<file path="src/hw/rtl/pal_pkg.sv">
package pal_pkg;

  localparam int DataW   = 32;
  localparam int RegNumW = 4;
  localparam int RegNums = 2 ** RegNumW;

  typedef logic [DataW-1:0]   data_t;
  typedef logic [RegNumW-1:0] regnum_t;

  typedef enum logic [2:0] {
    KindBubble = 3'd0,
    KindMov    = 3'd1,
    KindAdd    = 3'd2,
    KindSub    = 3'd3,
    KindMul    = 3'd4
  } kind_e;

  typedef enum logic [1:0] {
    FromNone  = 2'd0,
    FromRf    = 2'd1,
    FromExMem = 2'd2,
    FromMemWb = 2'd3
  } from_e;

  typedef struct packed {
    logic    valid;
    kind_e   kind;
    regnum_t dest;
    regnum_t src_a;
    regnum_t src_b;
    data_t   imm;
  } instr_t;

  typedef struct packed {
    logic    valid;
    regnum_t dest;
    data_t   result;
  } result_t;

endpackage

</file>
<file path="src/hw/rtl/pal_regfile.sv">
module pal_regfile import pal_pkg::*; #(
  parameter int REG_COUNT = 16,
  parameter int RfIdxW    = (REG_COUNT > 1) ? $clog2(REG_COUNT) : 1
) (
  input  logic              clk_i,
  input  logic              rst_ni,
  input  logic              en_i,
  input  logic              wr_en_i,
  input  logic [RfIdxW-1:0] wr_addr_i,
  input  data_t             wr_data_i,
  input  logic [RfIdxW-1:0] rd_a_addr_i,
  input  logic [RfIdxW-1:0] rd_b_addr_i,
  output data_t             rd_a_data_o,
  output data_t             rd_b_data_o
);

  data_t                mem_q [REG_COUNT];
  logic [REG_COUNT-1:0] written_q;
  data_t                rd_a_raw_q, rd_b_raw_q, byp_data_q;
  logic                 vld_a_q, vld_b_q, byp_a_q, byp_b_q;

  always_ff @(posedge clk_i) begin
    if (en_i && wr_en_i) begin
      mem_q[wr_addr_i] <= wr_data_i;
    end
    if (en_i) begin
      rd_a_raw_q <= mem_q[rd_a_addr_i];
      rd_b_raw_q <= mem_q[rd_b_addr_i];
      byp_data_q <= wr_data_i;
    end
  end

  // entries never written since reset read as zero
  always_ff @(posedge clk_i or negedge rst_ni) begin
    if (!rst_ni) begin
      written_q <= '0;
      vld_a_q   <= 1'b0;
      vld_b_q   <= 1'b0;
      byp_a_q   <= 1'b0;
      byp_b_q   <= 1'b0;
    end else if (en_i) begin
      if (wr_en_i) begin
        written_q[wr_addr_i] <= 1'b1;
      end
      vld_a_q <= written_q[rd_a_addr_i];
      vld_b_q <= written_q[rd_b_addr_i];
      byp_a_q <= wr_en_i && (wr_addr_i == rd_a_addr_i);
      byp_b_q <= wr_en_i && (wr_addr_i == rd_b_addr_i);
    end
  end

  assign rd_a_data_o = byp_a_q ? byp_data_q : (vld_a_q ? rd_a_raw_q : '0);
  assign rd_b_data_o = byp_b_q ? byp_data_q : (vld_b_q ? rd_b_raw_q : '0);

endmodule

</file>
<file path="src/hw/rtl/pal_execute.sv">
module pal_execute import pal_pkg::*; (
  input  instr_t  id_ex_i,
  input  result_t ex_mem_i,
  input  result_t mem_wb_i,
  input  data_t   rf_a_i,
  input  data_t   rf_b_i,
  output result_t executed_o,
  output from_e   from_a_o,
  output from_e   from_b_o
);

  data_t opnd_a, opnd_b;
  from_e src_a, src_b;

  // operand forwarding, youngest first
  always_comb begin
    if (ex_mem_i.valid && (ex_mem_i.dest == id_ex_i.src_a)) begin
      opnd_a = ex_mem_i.result;
      src_a  = FromExMem;
    end else if (mem_wb_i.valid && (mem_wb_i.dest == id_ex_i.src_a)) begin
      opnd_a = mem_wb_i.result;
      src_a  = FromMemWb;
    end else begin
      opnd_a = rf_a_i;
      src_a  = FromRf;
    end
    if (ex_mem_i.valid && (ex_mem_i.dest == id_ex_i.src_b)) begin
      opnd_b = ex_mem_i.result;
      src_b  = FromExMem;
    end else if (mem_wb_i.valid && (mem_wb_i.dest == id_ex_i.src_b)) begin
      opnd_b = mem_wb_i.result;
      src_b  = FromMemWb;
    end else begin
      opnd_b = rf_b_i;
      src_b  = FromRf;
    end
  end

  always_comb begin
    executed_o.valid  = id_ex_i.valid;
    executed_o.dest   = id_ex_i.dest;
    executed_o.result = '0;
    from_a_o          = FromNone;
    from_b_o          = FromNone;
    if (id_ex_i.valid) begin
      if (id_ex_i.kind == KindMov) begin
        executed_o.result = id_ex_i.imm;
      end else begin
        from_a_o = src_a;
        from_b_o = src_b;
        case (id_ex_i.kind)
          KindAdd: executed_o.result = data_t'(opnd_a + opnd_b);
          KindSub: executed_o.result = data_t'(opnd_a - opnd_b);
          KindMul: executed_o.result = data_t'(opnd_a * opnd_b);
          default: executed_o.result = '0;
        endcase
      end
    end
  end

endmodule

</file>
<file path="src/hw/rtl/pipelined_alu_with_forwarding.sv">
// Five-stage in-order pipeline (fetch, decode, execute, memory, write-back) with full
// forwarding for mov-immediate, add, sub and mul on REG_COUNT 32-bit registers. Every
// accepted item is one clock tick of the pipeline and carries the instruction fetched in
// that tick; bubbles (kind 0, or kinds 5 to 7) drain it. Each item yields exactly one
// result item, held in an output register and visible the cycle after acceptance: it
// reports the instruction executing in that tick (accepted two items earlier), the source
// of each operand, and any write-back (from the instruction accepted four items earlier).
// The block takes one item per cycle while the output register is not full and stalled;
// execute is combinational, forwarding muxes then one 32x32 multiplier feeding the result
// register. The register file reads zero after reset through per-entry written flags,
// so no clearing pass is needed. Register numbers are reduced modulo REG_COUNT.
module pipelined_alu_with_forwarding import pal_pkg::*; #(
  parameter int REG_COUNT = 16
) (
  input  logic                clk_i,
  input  logic                rst_ni,
  input  logic                in_valid_i,
  output logic                in_stall_o,
  input  logic [2:0]          kind_i,
  input  logic [RegNumW-1:0]  dest_reg_i,
  input  logic [RegNumW-1:0]  src_a_reg_i,
  input  logic [RegNumW-1:0]  src_b_reg_i,
  input  logic signed [31:0]  immediate_i,
  output logic                out_valid_o,
  input  logic                out_stall_i,
  output logic                ex_active_o,
  output logic signed [31:0]  ex_result_o,
  output logic [1:0]          src_a_from_o,
  output logic [1:0]          src_b_from_o,
  output logic                wb_write_o,
  output logic [RegNumW-1:0]  wb_reg_o,
  output logic signed [31:0]  wb_value_o
);

  localparam int RfIdxW = (REG_COUNT > 1) ? $clog2(REG_COUNT) : 1;

  regnum_t reg_mod [RegNums];
  for (genvar g = 0; g < RegNums; g++) begin : g_mod
    assign reg_mod[g] = RegNumW'(g % REG_COUNT);
  end

  logic    accept;
  logic    kind_ok;
  instr_t  fetched;
  instr_t  if_id_q, id_ex_q;
  result_t ex_mem_q, mem_wb_q, executed;
  data_t   rf_a, rf_b;
  from_e   from_a, from_b;
  logic    out_valid_q;
  logic    ex_active_q, wb_write_q;
  data_t   ex_result_q, wb_value_q;
  from_e   src_a_from_q, src_b_from_q;
  regnum_t wb_reg_q;

  assign in_stall_o = out_valid_q && out_stall_i;
  assign accept     = in_valid_i && !in_stall_o;

  // decode of the fetched instruction
  assign kind_ok       = (kind_i >= 3'(KindMov)) && (kind_i <= 3'(KindMul));
  assign fetched.valid = kind_ok;
  assign fetched.kind  = kind_ok ? kind_e'(kind_i) : KindBubble;
  assign fetched.dest  = reg_mod[dest_reg_i];
  assign fetched.src_a = reg_mod[src_a_reg_i];
  assign fetched.src_b = reg_mod[src_b_reg_i];
  assign fetched.imm   = data_t'(immediate_i);

  pal_regfile #(
    .REG_COUNT (REG_COUNT)
  ) u_regfile (
    .clk_i       (clk_i),
    .rst_ni      (rst_ni),
    .en_i        (accept),
    .wr_en_i     (mem_wb_q.valid),
    .wr_addr_i   (RfIdxW'(mem_wb_q.dest)),
    .wr_data_i   (mem_wb_q.result),
    .rd_a_addr_i (RfIdxW'(if_id_q.src_a)),
    .rd_b_addr_i (RfIdxW'(if_id_q.src_b)),
    .rd_a_data_o (rf_a),
    .rd_b_data_o (rf_b)
  );

  pal_execute u_execute (
    .id_ex_i    (id_ex_q),
    .ex_mem_i   (ex_mem_q),
    .mem_wb_i   (mem_wb_q),
    .rf_a_i     (rf_a),
    .rf_b_i     (rf_b),
    .executed_o (executed),
    .from_a_o   (from_a),
    .from_b_o   (from_b)
  );

  // pipeline latches advance once per accepted item
  always_ff @(posedge clk_i or negedge rst_ni) begin
    if (!rst_ni) begin
      if_id_q  <= '0;
      id_ex_q  <= '0;
      ex_mem_q <= '0;
      mem_wb_q <= '0;
    end else if (accept) begin
      if_id_q  <= fetched;
      id_ex_q  <= if_id_q;
      ex_mem_q <= executed;
      mem_wb_q <= ex_mem_q;
    end
  end

  // output register
  always_ff @(posedge clk_i or negedge rst_ni) begin
    if (!rst_ni) begin
      out_valid_q <= 1'b0;
    end else if (accept) begin
      out_valid_q <= 1'b1;
    end else if (!out_stall_i) begin
      out_valid_q <= 1'b0;
    end
  end

  always_ff @(posedge clk_i) begin
    if (accept) begin
      ex_active_q  <= executed.valid;
      ex_result_q  <= executed.result;
      src_a_from_q <= from_a;
      src_b_from_q <= from_b;
      wb_write_q   <= mem_wb_q.valid;
      wb_reg_q     <= mem_wb_q.valid ? mem_wb_q.dest : '0;
      wb_value_q   <= mem_wb_q.valid ? mem_wb_q.result : '0;
    end
  end

  assign out_valid_o  = out_valid_q;
  assign ex_active_o  = ex_active_q;
  assign ex_result_o  = ex_result_q;
  assign src_a_from_o = src_a_from_q;
  assign src_b_from_o = src_b_from_q;
  assign wb_write_o   = wb_write_q;
  assign wb_reg_o     = wb_reg_q;
  assign wb_value_o   = wb_value_q;

  a_accept_gives_result: assert property (@(posedge clk_i) disable iff (!rst_ni)
    accept |=> out_valid_o)
    else $error("accepted item gave no result");

  a_stall_only_when_full: assert property (@(posedge clk_i) disable iff (!rst_ni)
    in_stall_o |-> out_valid_o && out_stall_i)
    else $error("input stalled with output register free");

  a_bubble_quiet: assert property (@(posedge clk_i) disable iff (!rst_ni)
    out_valid_o && !ex_active_o |->
      ex_result_o == '0 && src_a_from_o == FromNone && src_b_from_o == FromNone)
    else $error("bubble in execute reported activity");

  a_no_wb_quiet: assert property (@(posedge clk_i) disable iff (!rst_ni)
    out_valid_o && !wb_write_o |-> wb_reg_o == '0 && wb_value_o == '0)
    else $error("write-back fields set without a write");

endmodule

</file>
<file path="config.mk">
export PLATFORM = sky130hd
export DESIGN_NAME = pipelined_alu_with_forwarding
export DESIGN_NICKNAME = d
export VERILOG_FILES = /design/src/hw/rtl/pal_pkg.sv /design/src/hw/rtl/pal_regfile.sv /design/src/hw/rtl/pal_execute.sv /design/src/hw/rtl/pipelined_alu_with_forwarding.sv
export SDC_FILE = /design/constraint.sdc
export NUM_CORES = 2
export LEC_CHECK = 0
export ABC_AREA = 1
export BUFFER_PORTS_ARGS = -buffer_cell sky130_fd_sc_hd__buf_2
export CAP_MARGIN = 20
export CORE_UTILIZATION = 30
export CTS_CLUSTER_SIZE = 8
export DETAILED_ROUTE_END_ITERATION = 10
export HOLD_SLACK_MARGIN = 0.15
export PLACE_DENSITY_LB_ADDON = 0.1
export RECOVER_POWER = 25
export SETUP_SLACK_MARGIN = 0.02
export SLEW_MARGIN = 40
export SYNTH_ARGS = -nofsm -noshare
export SYNTH_HDL_FRONTEND = slang
export SYNTH_HIERARCHICAL = 1
export SYNTH_SLANG_ARGS = --single-unit
export TNS_END_PERCENT = 30
</file>
<file path="constraint.sdc">
create_clock -name clk_i -period 19.5 [get_ports clk_i]
set_input_delay 0.975 -clock clk_i [delete_from_list [all_inputs] [get_ports clk_i]]
set_output_delay 0.975 -clock clk_i [all_outputs]
set_load 0.02 [all_outputs]
</file>
==> metrics.txt <==
# TYPE chip_impl_metric gauge
chip_impl_metric{name="maxClockFrequency",unit="MHz"} 92.7
chip_impl_metric{name="report.final.hold_viol_count",unit=""} 0
chip_impl_metric{name="place.port_buffers",unit=""} 126
chip_impl_metric{name="globalplace.congestion",unit=""} 0.913
chip_impl_info{name="grt_most_used_layer",value="met2"} 1
chip_impl_metric{name="drc_errors",unit=""} 8
chip_impl_metric{name="fill_cells",unit=""} 20900
chip_impl_metric{name="grt_pass1_wl",unit="um"} 341000
chip_impl_info{name="path_class",value="register to register"} 1
chip_impl_metric{name="setup_violations",unit=""} 0
chip_impl_info{name="cp_top_family",value="adder cells"} 1
chip_impl_metric{name="multi_input_comb_area",unit="um^2"} 29200
chip_impl_metric{name="postCtsSetupRepairBufs",unit=""} 0
chip_impl_info{name="clock-root-buffer",value="sky130_fd_sc_hd__clkbuf_16"} 1
chip_impl_metric{name="worst-endpoint-arrival",unit="ns"} 11.41
chip_impl_info{name="worstHoldPathType",value="input port to register"} 1
chip_impl_metric{name="critPathMaxStageDelay",unit="ns"} 0.78
chip_impl_info{name="synth_ff_type",value="sky130_fd_sc_hd__edfxtp_1"} 1
chip_impl_metric{name="synthesis.instances",unit=""} 6830
chip_impl_metric{name="ios",unit=""} 127
chip_impl_metric{name="dr.first_iter.drc_count",unit=""} 4277
chip_impl_metric{name="gr-usage-all-layers",unit="%"} 22.8
chip_impl_metric{name="postSynthRegisterBits",unit=""} 873
chip_impl_metric{name="grt_antenna_before_repair",unit=""} 2
chip_impl_info{name="rsz_0062_raised_after_global_routing",value="false"} 1
chip_impl_metric{name="gr_layer_usage_met3",unit="%"} 3.18
chip_impl_metric{name="final_period_minus_worst_setup_slack",unit="ns"} 10.79
chip_impl_metric{name="clk_pin_slew_worst_paths",unit="ns"} 0.05
chip_impl_metric{name="overflow",unit=""} 0
chip_impl_info{name="cts_tree",value="yes"} 1
chip_impl_metric{name="layoutNonFillerInstCount",unit=""} 9534
chip_impl_metric{name="tritoncts.num_buffers",unit=""} 130
chip_impl_metric{name="cellPowerDensity",unit="nW/um^2"} 143
chip_impl_metric{name="vias_in_the_first_global_route",unit=""} 48700
chip_impl_metric{name="power.ir.vdd_worst",unit="uV"} 109
chip_impl_metric{name="drive_above_1_share",unit="%"} 7.82
chip_impl_metric{name="max_cap_viol_count",unit=""} 0
chip_impl_info{name="synth.top_cells.by_count",value="1472 x sky130_fd_sc_hd__nand2_1, 1025 x sky130_fd_sc_hd__inv_1, 682 x sky130_fd_sc_hd__edfxtp_1"} 1
chip_impl_metric{name="resize_count_post_cts",unit=""} 0
chip_impl_metric{name="synth_sequential_area_ratio",unit="%"} 41.8
chip_impl_metric{name="grt_max_degree",unit=""} 106
chip_impl_metric{name="hold_buffers_post_cts",unit=""} 1
chip_impl_metric{name="fin_area",unit="um^2"} 67200
chip_impl_metric{name="coreArea",unit="um^2"} 200000
chip_impl_metric{name="clk_path_buf_depth",unit=""} 3
chip_impl_info{name="critical_path.startpoint_type",value="register"} 1
chip_impl_metric{name="detailed_place_hpwl",unit="um"} 156000
chip_impl_metric{name="ys_async_sr_fraction",unit="%"} 21.9
chip_impl_metric{name="timing.critical_path.required",unit="ns"} 20.12
chip_impl_metric{name="cp_max_fo",unit=""} 49
chip_impl_metric{name="die-area",unit="um^2"} 203000
chip_impl_info{name="outcome",value="complete, but fails checks"} 1
chip_impl_metric{name="detail_route.first_pass.iterations",unit=""} 8
chip_impl_info{name="ys_top_cells_by_area",value="sky130_fd_sc_hd__edfxtp_1 34%, sky130_fd_sc_hd__fa_1 14%, sky130_fd_sc_hd__nand2_1 9.2%, sky130_fd_sc_hd__dfrtp_1 7.9%, sky130_fd_sc_hd__inv_1 6.4%"} 1
chip_impl_metric{name="dpl_worst_slack",unit="ns"} 8.98
chip_impl_metric{name="post_detailed_route_wirelength_per_cell",unit="um"} 24.4
chip_impl_metric{name="final.hold.worst_slack",unit="ns"} 0.406
chip_impl_metric{name="setup_total_negative_slack",unit="ns"} 0
chip_impl_metric{name="gr-usage-met1",unit="%"} 31.8
chip_impl_metric{name="finish.net_count",unit=""} 7428
chip_impl_metric{name="number_of_sinks_handled_by_clock_tree_synthesis",unit=""} 873
chip_impl_metric{name="synthDistinctLibCells",unit=""} 59
chip_impl_metric{name="dr_total_vias",unit=""} 48800
chip_impl_metric{name="fin_skew",unit="ns"} 0.0638
chip_impl_metric{name="finalCritPeriodShare",unit="%"} 55.3
chip_impl_metric{name="placement_rows",unit=""} 164
chip_impl_metric{name="synth-edff-count",unit=""} 682
chip_impl_metric{name="synth.net_count",unit=""} 7445
chip_impl_metric{name="insertion_delay",unit="ns"} 0.78
chip_impl_metric{name="synthesized_area_per_cell",unit="um^2"} 8.84
chip_impl_metric{name="tightestPinTransition",unit="ns"} 1.39
chip_impl_metric{name="yosys.area.top_type_share",unit="%"} 33.9
chip_impl_metric{name="syn_area",unit="um^2"} 60400
chip_impl_metric{name="synthToLayoutAreaGrowth",unit="%"} 11.3
chip_impl_info{name="yosys.cell_count.top_type",value="sky130_fd_sc_hd__nand2_1"} 1
chip_impl_metric{name="register_area",unit="um^2"} 25300
chip_impl_metric{name="placed_cells",unit=""} 9336
chip_impl_metric{name="critical_path.n_buffers_inverters",unit=""} 6
chip_impl_metric{name="initial_core_util",unit="%"} 30.2
chip_impl_metric{name="leakage",unit="nW"} 28.5
chip_impl_metric{name="avgViaCountPerCell",unit=""} 5.12
chip_impl_metric{name="cts_htree_levels",unit=""} 4
chip_impl_metric{name="fin_util",unit="%"} 33.6
chip_impl_metric{name="grt_util_met2",unit="%"} 36.0
chip_impl_info{name="setup.worst_path.end_class",value="register"} 1
chip_impl_metric{name="die_h",unit="um"} 451
chip_impl_metric{name="die_width",unit="um"} 451
chip_impl_metric{name="fin_total_pwr",unit="mW"} 9.64
chip_impl_info{name="violations",value="DRC"} 1
chip_impl_info{name="critical-path-slowest-cell",value="sky130_fd_sc_hd__clkinv_1"} 1
chip_impl_metric{name="postLayoutSetupSlackWorst",unit="ns"} 8.71
chip_impl_info{name="crit_top_cell",value="sky130_fd_sc_hd__nand2_1"} 1
chip_impl_metric{name="antenna_violating_nets_post_route",unit=""} 0
chip_impl_metric{name="max_slew_margin",unit="%"} 7.10
chip_impl_metric{name="place_area",unit="um^2"} 63400
chip_impl_info{name="netlist.top_cell.by_area",value="sky130_fd_sc_hd__edfxtp_1"} 1
chip_impl_metric{name="maxSlewViolCount",unit=""} 0
chip_impl_metric{name="routed_wl",unit="um"} 232000
chip_impl_metric{name="synthesis.yosys.warnings",unit=""} 6
## kinds of logic (layout without fill, tap and decap cells)
kind of cell             after synthesis  after routing  share of synthesized area (%)
adder cells (fa/ha/maj)              564            564                           16.8
flip-flops                           873            873                           41.8
AND/OR/NAND/NOR                     2644           2644                           18.5
other                                  0              2                              0
AO/OA/AOI/OAI                       1257           1257                           12.1
XOR/XNOR                              49             49                          0.711
buffers and inverters               1443           1489                           10.1
## power breakdown
group	total, mW	leakage (nW)	internal (mW)	switching, mW
clock	2.13	1.80	1.25	0.877
sequential	2.44	8.86	2.24	0.202
combinational	5.07	17.8	1.56	3.51
total	9.64	28.5	5.05	4.59
## worst paths after layout
check | startpoint | end | slack [ns] | cells past startpoint
hold / removal | immediate_i[11] | if_id_q[11]$_DFFE_PN0P_ | 0.41 | 3
min in group asynchronous | rst_ni | id_ex_q[9]$_DFFE_PN0P_ | 0.76 | 2
setup reg to reg | mem_wb_q[35]$_DFFE_PN0P_ | ex_mem_q[29]$_DFFE_PN0P_ | 8.71 | 37
setup / recovery | mem_wb_q[35]$_DFFE_PN0P_ | ex_mem_q[29]$_DFFE_PN0P_ | 8.71 | 37
hold reg to reg | if_id_q[9]$_DFFE_PN0P_ | id_ex_q[9]$_DFFE_PN0P_ | 0.46 | 2
max in group asynchronous | rst_ni | if_id_q[38]$_DFFE_PN0P_ | 16.95 | 4
## layout make-up
cell class                 instances  area share (%)
tap                             2656            4.95
clock inverter                    16           0.374
sequential                       873            37.6
timing repair buffer             244            2.50
multi-input combinational       4514            43.5
antenna                            2         0.00745
clock buffer                     179            5.21
inverter                        1050            5.88
## flip-flops by register name (all words and copies together) (netlist names), 32 cells and up
name,flops
u_regfile/mem_q,512
id_ex_q,48
if_id_q,48
ex_mem_q,37
mem_wb_q,37
ex_result_o,32
u_regfile/byp_data_q,32
u_regfile/rd_a_raw_q,32
u_regfile/rd_b_raw_q,32
wb_value_o,32
## worst register-to-register path: cells and delay by family, from the launching register on
| family | cells | cell delay, ns |
|---|---|---|
| adder cells (fa/ha/maj) | 9 | 3.57 |
| AND/OR/NAND/NOR | 12 | 2.62 |
| buffers and inverters | 6 | 1.53 |
| AO/OA/AOI/OAI | 10 | 2.39 |
| flip-flops | 1 | 0.50 |
## placed cells by master (no fill, tap or decap), types with 16 or more instances in the layout
cell type                   instances
sky130_fd_sc_hd__nand2_1         1471
sky130_fd_sc_hd__inv_1           1019
sky130_fd_sc_hd__edfxtp_1         682
sky130_fd_sc_hd__nand3_1          574
sky130_fd_sc_hd__nor2_1           430
sky130_fd_sc_hd__fa_1             409
sky130_fd_sc_hd__o21ai_0          376
sky130_fd_sc_hd__a21oi_1          339
sky130_fd_sc_hd__o211ai_1         263
sky130_fd_sc_hd__dfrtp_1          182
sky130_fd_sc_hd__ha_1             155
sky130_fd_sc_hd__o21ai_1          148
sky130_fd_sc_hd__clkbuf_16        133
sky130_fd_sc_hd__buf_2            125
sky130_fd_sc_hd__buf_4             80
sky130_fd_sc_hd__clkbuf_1          53
sky130_fd_sc_hd__nand4_1           45
sky130_fd_sc_hd__xor2_1            39
sky130_fd_sc_hd__a31oi_1           32
sky130_fd_sc_hd__a21boi_0          29
sky130_fd_sc_hd__or2_2             27
sky130_fd_sc_hd__buf_6             23
sky130_fd_sc_hd__nor2_4            21
sky130_fd_sc_hd__nand3b_1          18
sky130_fd_sc_hd__inv_2             16
## per-layer routing
layer	wire length, um	share of wire (%)
met4	8940	3.8
met5	0	0
met2	105000	45
met3	12300	5.3
met1	106000	46
No activity file was read; power rests on OpenSTA's default activity.
